$ cat config.mk
export PLATFORM = sky130hd
export DESIGN_NAME = bounded_lifo_stack_flat
export DESIGN_NICKNAME = d
export VERILOG_FILES = /design/src/hdl/bls_pkg.sv /design/src/hdl/bls_req_if.sv /design/src/hdl/bls_rsp_if.sv /design/src/hdl/bls_ram.sv /design/src/hdl/bls_ctrl.sv /design/src/hdl/bls_datapath.sv /design/src/hdl/bounded_lifo_stack.sv /design/src/flat_wrapper.sv
export SDC_FILE = /design/constraint.sdc
export NUM_CORES = 2
export LEC_CHECK = 0
export ABC_AREA = 1
export BUFFER_PORTS_ARGS = -buffer_cell sky130_fd_sc_hd__buf_2
export CORE_UTILIZATION = 25
export CTS_CLUSTER_DIAMETER = 100
export CTS_CLUSTER_SIZE = 12
export DETAILED_ROUTE_END_ITERATION = 16
export GPL_ROUTABILITY_DRIVEN = 0
export GPL_TIMING_DRIVEN = 0
export MAX_ROUTING_LAYER = met4
export PLACE_DENSITY_LB_ADDON = 0.12
export SLEW_MARGIN = 20
export SYNTH_ARGS = -nofsm -noshare
export SYNTH_HDL_FRONTEND = slang
export SYNTH_SLANG_ARGS = --single-unit
$ cat constraint.sdc
create_clock -name clk_i -period 6.26 [get_ports clk_i]
set_input_delay 0.939 -clock clk_i [delete_from_list [all_inputs] [get_ports clk_i]]
set_output_delay 0.939 -clock clk_i [all_outputs]
set_load 0.01 [all_outputs]
$ cat src/hdl/bls_pkg.sv
// ----------------------------------------------------------------------------
// bls_pkg
// shared request codes and controller/datapath command types for the stack
// ----------------------------------------------------------------------------
package bls_pkg;

  localparam int unsigned WordWidth = 32;
  localparam int unsigned OpWidth   = 2;

  // request kinds
  localparam logic [OpWidth-1:0] OP_PUSH = 2'd0;
  localparam logic [OpWidth-1:0] OP_POP  = 2'd1;
  localparam logic [OpWidth-1:0] OP_PEEK = 2'd2;
  localparam logic [OpWidth-1:0] OP_BAD  = 2'd3;

  // what the output register takes in this cycle
  typedef enum logic [1:0] {
    LD_NONE,
    LD_ERR,
    LD_PUSH,
    LD_READ
  } load_sel_e;

  typedef struct packed {
    logic      push;    // write top entry, bump fill level
    logic      read;    // start a ram read of the top entry
    logic      pop;     // drop the fill level by one
    load_sel_e load;
  } bls_cmd_t;

  typedef struct packed {
    logic empty;
    logic full;
  } bls_stat_t;

endpackage

$ cat src/hdl/bls_req_if.sv
// ----------------------------------------------------------------------------
// bls_req_if
// request channel of the stack: request kind and push word
// ----------------------------------------------------------------------------
interface bls_req_if;
  logic               valid;
  logic               ready;
  logic [1:0]         op;
  logic signed [31:0] push_value;

  modport source (output valid, output op, output push_value, input ready);
  modport sink   (input valid, input op, input push_value, output ready);
endinterface

$ cat src/hdl/bls_rsp_if.sv
// ----------------------------------------------------------------------------
// bls_rsp_if
// result channel of the stack: status, read word and empty flag
// ----------------------------------------------------------------------------
interface bls_rsp_if;
  logic               valid;
  logic               ready;
  logic               status;
  logic signed [31:0] read_value;
  logic               now_empty;

  modport source (output valid, output status, output read_value, output now_empty,
                  input ready);
  modport sink   (input valid, input status, input read_value, input now_empty,
                  output ready);
endinterface

$ cat src/hdl/bls_ram.sv
// ----------------------------------------------------------------------------
// bls_ram
// generic single-write, single-read ram with registered read data
// ----------------------------------------------------------------------------
module bls_ram #(
  parameter int unsigned WIDTH = 32,
  parameter int unsigned DEPTH = 128,
  localparam int unsigned AW   = (DEPTH > 1) ? $clog2(DEPTH) : 1
) (
  input  logic             clk_i,
  input  logic             we_i,
  input  logic [AW-1:0]    waddr_i,
  input  logic [WIDTH-1:0] wdata_i,
  input  logic             re_i,
  input  logic [AW-1:0]    raddr_i,
  output logic [WIDTH-1:0] rdata_o
);

  logic [WIDTH-1:0] mem_q [DEPTH];
  logic [WIDTH-1:0] rdata_q;

  always_ff @(posedge clk_i) begin
    if (we_i) begin
      mem_q[waddr_i] <= wdata_i;
    end
    if (re_i) begin
      rdata_q <= mem_q[raddr_i];
    end
  end

  assign rdata_o = rdata_q;

endmodule

$ cat src/hdl/bls_ctrl.sv
// ----------------------------------------------------------------------------
// bls_ctrl
// request sequencer: decodes each request and steers the datapath
// ----------------------------------------------------------------------------
module bls_ctrl
  import bls_pkg::*;
(
  input  logic               clk_i,
  input  logic               rst_ni,
  input  logic               in_valid_i,
  input  logic [OpWidth-1:0] in_op_i,
  output logic               in_ready_o,
  input  logic               out_ready_i,
  output logic               out_valid_o,
  input  bls_stat_t          stat_i,
  output bls_cmd_t           cmd_o
);

  localparam logic ST_IDLE = 1'b0;
  localparam logic ST_READ = 1'b1;

  logic     state_q, state_d;
  logic     out_valid_q, out_valid_d;
  logic     accept;
  bls_cmd_t cmd;

  // in idle, free to take a request once the result register is empty or draining
  assign in_ready_o = (state_q == ST_IDLE) && (!out_valid_q || out_ready_i);
  assign accept     = in_valid_i && in_ready_o;

  always_comb begin
    state_d  = state_q;
    cmd      = '0;
    cmd.load = LD_NONE;
    unique case (state_q)
      ST_IDLE: begin
        if (accept) begin
          unique case (in_op_i)
            OP_PUSH: begin
              if (!stat_i.full) begin
                cmd.push = 1'b1;
                cmd.load = LD_PUSH;
              end else begin
                cmd.load = LD_ERR;
              end
            end
            OP_POP: begin
              if (!stat_i.empty) begin
                cmd.read = 1'b1;
                cmd.pop  = 1'b1;
                state_d  = ST_READ;
              end else begin
                cmd.load = LD_ERR;
              end
            end
            OP_PEEK: begin
              if (!stat_i.empty) begin
                cmd.read = 1'b1;
                state_d  = ST_READ;
              end else begin
                cmd.load = LD_ERR;
              end
            end
            default: begin
              cmd.load = LD_ERR;
            end
          endcase
        end
      end
      ST_READ: begin
        cmd.load = LD_READ;
        state_d  = ST_IDLE;
      end
      default: begin
        state_d = ST_IDLE;
      end
    endcase
  end

  always_comb begin
    if (cmd.load != LD_NONE) begin
      out_valid_d = 1'b1;
    end else if (out_ready_i) begin
      out_valid_d = 1'b0;
    end else begin
      out_valid_d = out_valid_q;
    end
  end

  always_ff @(posedge clk_i or negedge rst_ni) begin
    if (!rst_ni) begin
      state_q     <= ST_IDLE;
      out_valid_q <= 1'b0;
    end else begin
      state_q     <= state_d;
      out_valid_q <= out_valid_d;
    end
  end

  assign out_valid_o = out_valid_q;
  assign cmd_o       = cmd;

endmodule

$ cat src/hdl/bls_datapath.sv
// ----------------------------------------------------------------------------
// bls_datapath
// fill level, entry ram and result register of the stack
// ----------------------------------------------------------------------------
module bls_datapath
  import bls_pkg::*;
#(
  parameter int unsigned DEPTH = 128
) (
  input  logic                        clk_i,
  input  logic                        rst_ni,
  input  bls_cmd_t                    cmd_i,
  input  logic signed [WordWidth-1:0] push_value_i,
  output bls_stat_t                   stat_o,
  output logic                        status_o,
  output logic signed [WordWidth-1:0] read_value_o,
  output logic                        now_empty_o
);

  localparam int unsigned FW = $clog2(DEPTH + 1);
  localparam int unsigned AW = (DEPTH > 1) ? $clog2(DEPTH) : 1;
  localparam logic [FW-1:0] FillMax = FW'(DEPTH);

  logic [FW-1:0]                fill_q, fill_d;
  logic [FW-1:0]                top_idx;
  logic [WordWidth-1:0]         rdata;
  logic                         status_q, status_d;
  logic signed [WordWidth-1:0]  read_value_q, read_value_d;
  logic                         now_empty_q, now_empty_d;

  assign stat_o.empty = (fill_q == '0);
  assign stat_o.full  = (fill_q == FillMax);
  assign top_idx      = fill_q - FW'(1);

  always_comb begin
    fill_d = fill_q;
    if (cmd_i.push) begin
      fill_d = fill_q + FW'(1);
    end else if (cmd_i.pop) begin
      fill_d = top_idx;
    end
  end

  always_ff @(posedge clk_i or negedge rst_ni) begin
    if (!rst_ni) begin
      fill_q <= '0;
    end else begin
      fill_q <= fill_d;
    end
  end

  bls_ram #(
    .WIDTH (WordWidth),
    .DEPTH (DEPTH)
  ) u_ram (
    .clk_i   (clk_i),
    .we_i    (cmd_i.push),
    .waddr_i (fill_q[AW-1:0]),
    .wdata_i (push_value_i),
    .re_i    (cmd_i.read),
    .raddr_i (top_idx[AW-1:0]),
    .rdata_o (rdata)
  );

  // result register, payload only
  always_comb begin
    status_d     = status_q;
    read_value_d = read_value_q;
    now_empty_d  = now_empty_q;
    unique case (cmd_i.load)
      LD_ERR: begin
        status_d     = 1'b1;
        read_value_d = '0;
        now_empty_d  = stat_o.empty;
      end
      LD_PUSH: begin
        status_d     = 1'b0;
        read_value_d = '0;
        now_empty_d  = 1'b0;
      end
      LD_READ: begin
        status_d     = 1'b0;
        read_value_d = rdata;
        now_empty_d  = stat_o.empty;
      end
      default: begin
      end
    endcase
  end

  always_ff @(posedge clk_i) begin
    status_q     <= status_d;
    read_value_q <= read_value_d;
    now_empty_q  <= now_empty_d;
  end

  assign status_o     = status_q;
  assign read_value_o = read_value_q;
  assign now_empty_o  = now_empty_q;

endmodule

$ cat src/hdl/bounded_lifo_stack.sv
// ----------------------------------------------------------------------------
// bounded_lifo_stack
// last-in-first-out stack of up to DEPTH signed 32-bit words
// ----------------------------------------------------------------------------
// Each request on req_i is a push, a pop or a peek of the top word, and each
// gives exactly one result on rsp_o: status (0 done, 1 error), read_value
// (word popped or peeked, 0 on push and on error) and now_empty (the stack
// holds nothing after the request). A push on a full stack, a pop or peek on
// an empty stack and the unused request code 3 are errors and leave the stack
// as it was. A push or an error loads the result register directly, so those
// requests can follow each other every cycle while the sink takes each result;
// a pop or a peek passes a read state first, as the entry ram has registered
// read data. The result sits in an output register; the next request is taken
// in the same cycle the current result is taken by the sink. After reset the
// stack is empty, with no clearing pass needed: only written entries are read.
// ----------------------------------------------------------------------------
module bounded_lifo_stack
  import bls_pkg::*;
#(
  parameter int unsigned DEPTH = 128   // 2 .. 4096 entries
) (
  input  logic      clk_i,
  input  logic      rst_ni,
  bls_req_if.sink   req_i,
  bls_rsp_if.source rsp_o
);

  // command and status between sequencer and datapath
  bls_cmd_t  cmd;
  bls_stat_t stat;

  // sequencer: decodes the request against full/empty, owns result valid
  bls_ctrl u_ctrl (
    .clk_i       (clk_i),
    .rst_ni      (rst_ni),
    .in_valid_i  (req_i.valid),
    .in_op_i     (req_i.op),
    .in_ready_o  (req_i.ready),
    .out_ready_i (rsp_o.ready),
    .out_valid_o (rsp_o.valid),
    .stat_i      (stat),
    .cmd_o       (cmd)
  );

  // datapath: fill level, entry ram and result payload
  bls_datapath #(
    .DEPTH (DEPTH)
  ) u_datapath (
    .clk_i        (clk_i),
    .rst_ni       (rst_ni),
    .cmd_i        (cmd),
    .push_value_i (req_i.push_value),
    .stat_o       (stat),
    .status_o     (rsp_o.status),
    .read_value_o (rsp_o.read_value),
    .now_empty_o  (rsp_o.now_empty)
  );

endmodule
$ cat src/flat_wrapper.sv
// flat-port wrapper written by rule: the top's interface ports become plain ports
module bounded_lifo_stack_flat import bls_pkg::*;
#(
  parameter int unsigned DEPTH = 128                       
)
  (clk_i, rst_ni, req_i_valid, req_i_op, req_i_push_value, req_i_ready, rsp_o_valid, rsp_o_status, rsp_o_read_value, rsp_o_now_empty, rsp_o_ready);
  bls_req_if req_i_i ();
  bls_rsp_if rsp_o_i ();
  input  logic clk_i;
  input  logic rst_ni;
  input wire logic [$bits(req_i_i.valid)-1:0] req_i_valid;
  input wire logic [$bits(req_i_i.op)-1:0] req_i_op;
  input wire logic [$bits(req_i_i.push_value)-1:0] req_i_push_value;
  output wire logic [$bits(req_i_i.ready)-1:0] req_i_ready;
  output wire logic [$bits(rsp_o_i.valid)-1:0] rsp_o_valid;
  output wire logic [$bits(rsp_o_i.status)-1:0] rsp_o_status;
  output wire logic [$bits(rsp_o_i.read_value)-1:0] rsp_o_read_value;
  output wire logic [$bits(rsp_o_i.now_empty)-1:0] rsp_o_now_empty;
  input wire logic [$bits(rsp_o_i.ready)-1:0] rsp_o_ready;
  assign req_i_i.valid = req_i_valid;
  assign req_i_i.op = req_i_op;
  assign req_i_i.push_value = req_i_push_value;
  assign req_i_ready = req_i_i.ready;
  assign rsp_o_valid = rsp_o_i.valid;
  assign rsp_o_status = rsp_o_i.status;
  assign rsp_o_read_value = rsp_o_i.read_value;
  assign rsp_o_now_empty = rsp_o_i.now_empty;
  assign rsp_o_i.ready = rsp_o_ready;
  bounded_lifo_stack #(.DEPTH(DEPTH)) u_core (.clk_i(clk_i), .rst_ni(rst_ni), .req_i(req_i_i), .rsp_o(rsp_o_i));
endmodule
==> qor.txt <==
================================================================================
Number of DRC violations after detailed routing                                0
Root buffer cell                                                       clkbuf_16
Most numerous cell in the Yosys netlist                                  nand2_1
Outcome                                                             finished clean
Busiest layer in global routing                                             met2
Largest net degree at the start of global routing                             91
Largest area contributor in the synthesized netlist                     edfxtp_1
Share of total power in the clock network                                  20.1%
CP peak stage delay                                                      0.52 ns
Number of iterations in the first detailed-routing pass                        6
Footprint of the flip-flops and latches                              0.125 sq mm
Asr flop ratio synth                                                      0.240%
Area inside the core boundary                                        0.664 sq mm
Post-synthesis instance total                                              13600
GR Layer Usage met3                                                        2.77%
Total I/O pin count                                                           74
DRC marker count from the first detailed-route iteration                   13400
Initial cell density of the core                                           25.1%
Mean cell area of the mapped netlist                                  12.3 sq um
Count of unique library cells instantiated by Yosys                           32
Total overflow reported by the global router                                   0
Slew headroom                                                              19.4%
Total nets after synthesis                                                 13600
Cts bufs inserted                                                            392
Min Clock Period, post-route                                             6.12 ns
HP Class                                                               in -> reg
Final setup slack of the worst path                                     0.142 ns
Max Clock Freq                                                           163 MHz
Share of cells above drive strength 1                                      12.3%
TritonCTS clock tree                                                         yes
Relative contribution of sequential cells to total power                   28.0%
Commonest cells in the synthesized netlist                          nand2_1 (4182), edfxtp_1 (4162), nand3_1 (4040)
Final clock period utilization by the worst path                           97.7%
Count of pins over their slew limit                                            0
Type of the worst setup path                                          reg -> reg
Internal power consumption                                              54400 uW
Critical Path, Cell by Cell                                         inv_2, buf_4, buf_4, buf_2, ha_1, buf_6, inv_4, buf_4, buf_4, buf_2, nand3_1, nand3_1, nand3_1, nand3_1, nand3_1, nand3_1, nand2_1
Clk_lat worst skew                                                       1.12 ns
Number of buffers inserted by post-CTS setup repair                            0
Vias                                                                      114000
GRT met1 Usage                                                             31.4%
P per Cell Area                                                      567 mW/mm^2
Synth top area cells                                                edfxtp_1 (75%), nand3_1 (12%), nand2_1 (9.4%)
Overall routed net length                                           758000 microns
Vert. Die Dim                                                        819 microns
Sinks on the clock net                                                      4172
Worst-case hold slack                                                   0.162 ns
Cell repeated most along the worst path                                  nand3_1
Data arrival time of the critical path                                   6.83 ns
Total Negative Setup Slacks                                                 0 ns
Clock-pin slew on the worst setup and hold paths                         0.07 ns
Number of violations of the max-capacitance limit                              0
Transition time at the pin with the least slew margin                    1.21 ns
Count of nets after finishing                                              14400
CP required                                                              6.97 ns
Row count                                                                    299
Critical path fanouts, max                                                    19
Via count of the first global-routing pass                                105000
Fraction of post-synthesis cell area in the top cell type by area          74.9%
Crit start category                                                    flip-flop
Horizontal die dimension                                             819 microns
Synthesized area                                                     0.167 sq mm
Final hold vios                                                                0
Buffer levels on the longest clock path                                        4
Area of the die                                                      0.671 sq mm
Capturing element type of the critical path                            flip-flop
Per-cell via count in the routed design                                     4.87
Antenna-violating nets left                                                    0
CP max stage cell                                                          buf_4
WL/cell                                                             32.4 microns
Register bit count reported by yosys                                        4172
Static power due to leakage                                            0.0672 uW
RSZ-0062 raised after global routing                                       false
Multi-input combinational cell area                                 0.0380 sq mm
Setup Viol. Count Final                                                        0
Warning count from the yosys run                                               0
Area overhead of the layout relative to synthesis                          18.1%
H-tree depth                                                                   5
Number of filler cells placed in the layout                                67700
Initial antenna violation count                                               77
Proportion of synthesized chip area in sequential cells                    75.0%
Post-place instance area                                             0.186 sq mm
HPWL Detailed                                                       545000 microns
Number of synthesized flops with an enable pin                              4162
Clk_skew                                                                0.125 ns
Maximum ir drop on the vdd rail                                         0.484 mV
Combinational share of power                                               51.9%
Met2 Usage GRT                                                             34.9%
Final Instance Area                                                  0.197 sq mm
Switching component of the power                                        57400 uW
Input/output buffers                                                          73
Most instantiated flip-flop cell in the synthesis netlist               edfxtp_1
Global-route wire length before repair                              1000000 microns
Share of total power consumed by net switching                             51.4%
Worst setup timing slack at the placement stage                        -0.681 ns
Overall fraction of global-route tracks in use                             22.5%
Post-route total power                                                 112000 uW
================================================================================
-- area by class of cell --
| type | count | area share (%) |
|---|---|---|
| tap | 8879 | 5.64 |
| antenna | 42 | 0.0533 |
| clock inverter | 28 | 0.208 |
| buffer | 910 | 2.32 |
| inverter | 65 | 0.126 |
| clock buffer | 434 | 5.16 |
| timing repair buffer | 381 | 3.68 |
| sequential | 4172 | 63.5 |
| multi-input combinational | 8446 | 19.3 |
-- critical path, delay by kind of cell (launching register included) --
family,cells,cell delay [ns]
adders and majority gates,1,0.31
DFF,1,0.42
buffers and inverters,9,2.83
and+or+nand+nor,7,2.11
-- sequential cells by signal, summed over array words and instances (netlist names) --
name                             cells
u_core.u_datapath.fill_q             8
u_core.u_datapath.u_ram.mem_q     4096
u_core.u_datapath.read_value_o      32
u_core.u_ctrl.state_q                1
u_core.u_datapath.status_o           1
u_core.u_datapath.now_empty_o        1
u_core.u_ctrl.out_valid_o            1
u_core.u_datapath.u_ram.rdata_o     32
-- through the flow --
step	std cells	util [%]
after floorplan	13600	-
after global placement	22500	26.9
after detailed placement	22900	28.1
after CTS	23300	29.7
after global routing	23300	29.7
final	23400	29.7
-- per-layer routing --
| metal | vias up | wire [microns] |
|---|---|---|
| li1 | 50100 | - |
| met2 | 4146 | 346000 |
| met5 | - | 0 |
| met1 | 58700 | 343000 |
| met3 | 782 | 46700 |
| met4 | 0 | 22200 |
-- layout by cell type, fill, tap and decap left out, types with 3 or more instances in the layout --
cell type      n
nor2_2         6
inv_1         55
inv_6          7
buf_6         12
edfxtp_1    4162
nor3_2         9
inv_2          8
inv_8          3
nand3_2       13
buf_12       136
o21ai_1        5
buf_1         11
nand2_1     4180
xor2_1         5
clkbuf_1     139
nand3_1     4029
buf_2        743
diode_2       42
ha_1           5
clkbuf_4       5
nor2_1        44
buf_16       125
clkinvlp_4     4
buf_4         79
clkbuf_2      35
o211ai_1       4
buf_8         36
bufinv_16      3
nand2_2        8
clkbuf_16    402
dfrtp_1       10
nor2_4       125
clkinv_8       5
-- power by group through the flow --
stage	Combinational [uW]	Clock, uW	Sequential, uW
floorplan	25300	0	31800
global placement	57100	0	32000
detailed placement	57600	0	31800
CTS	57800	22900	31200
global route	60100	23700	31200
finish	58100	22500	31200
-- final timing paths --
| check | startpoint | end | slack (ns) | cells past startpoint |
|---|---|---|---|---|
| worst max-delay path | u_core.u_datapath.fill_q[0] | u_core.u_datapath.u_ram.rdata_o[19] | 0.14 | 17 |
| worst min register to register | u_core.u_ctrl.out_valid_o | u_core.u_ctrl.out_valid_o | 0.53 | 2 |
| worst min-delay path | rsp_o_ready | u_core.u_ctrl.out_valid_o | 0.16 | 4 |
| worst max register to register | u_core.u_datapath.fill_q[0] | u_core.u_datapath.u_ram.rdata_o[19] | 0.14 | 17 |
| max in group asynchronous | rst_ni | u_core.u_datapath.fill_q[7] | 5.53 | 2 |
| min in group asynchronous | rst_ni | u_core.u_datapath.fill_q[3] | 0.35 | 2 |
-- repair_timing --
action / CTS / global route
setup endpoints to repair: 26 / 7
pin swaps: 0 / 0
hold buffers: 1 / 0
gates resized for setup: 39 / 24
endpoints found under the hold margin: 10 / 0
-- logic make-up after synthesis --
logic type	synth area share (%)
compound gates	0.0660
simple gates	22.0
buf+inv	2.82
flops	75.0
xor+xnor	0.0360
fa+ha+maj	0.0375
Power figures use the tool's default switching activity.
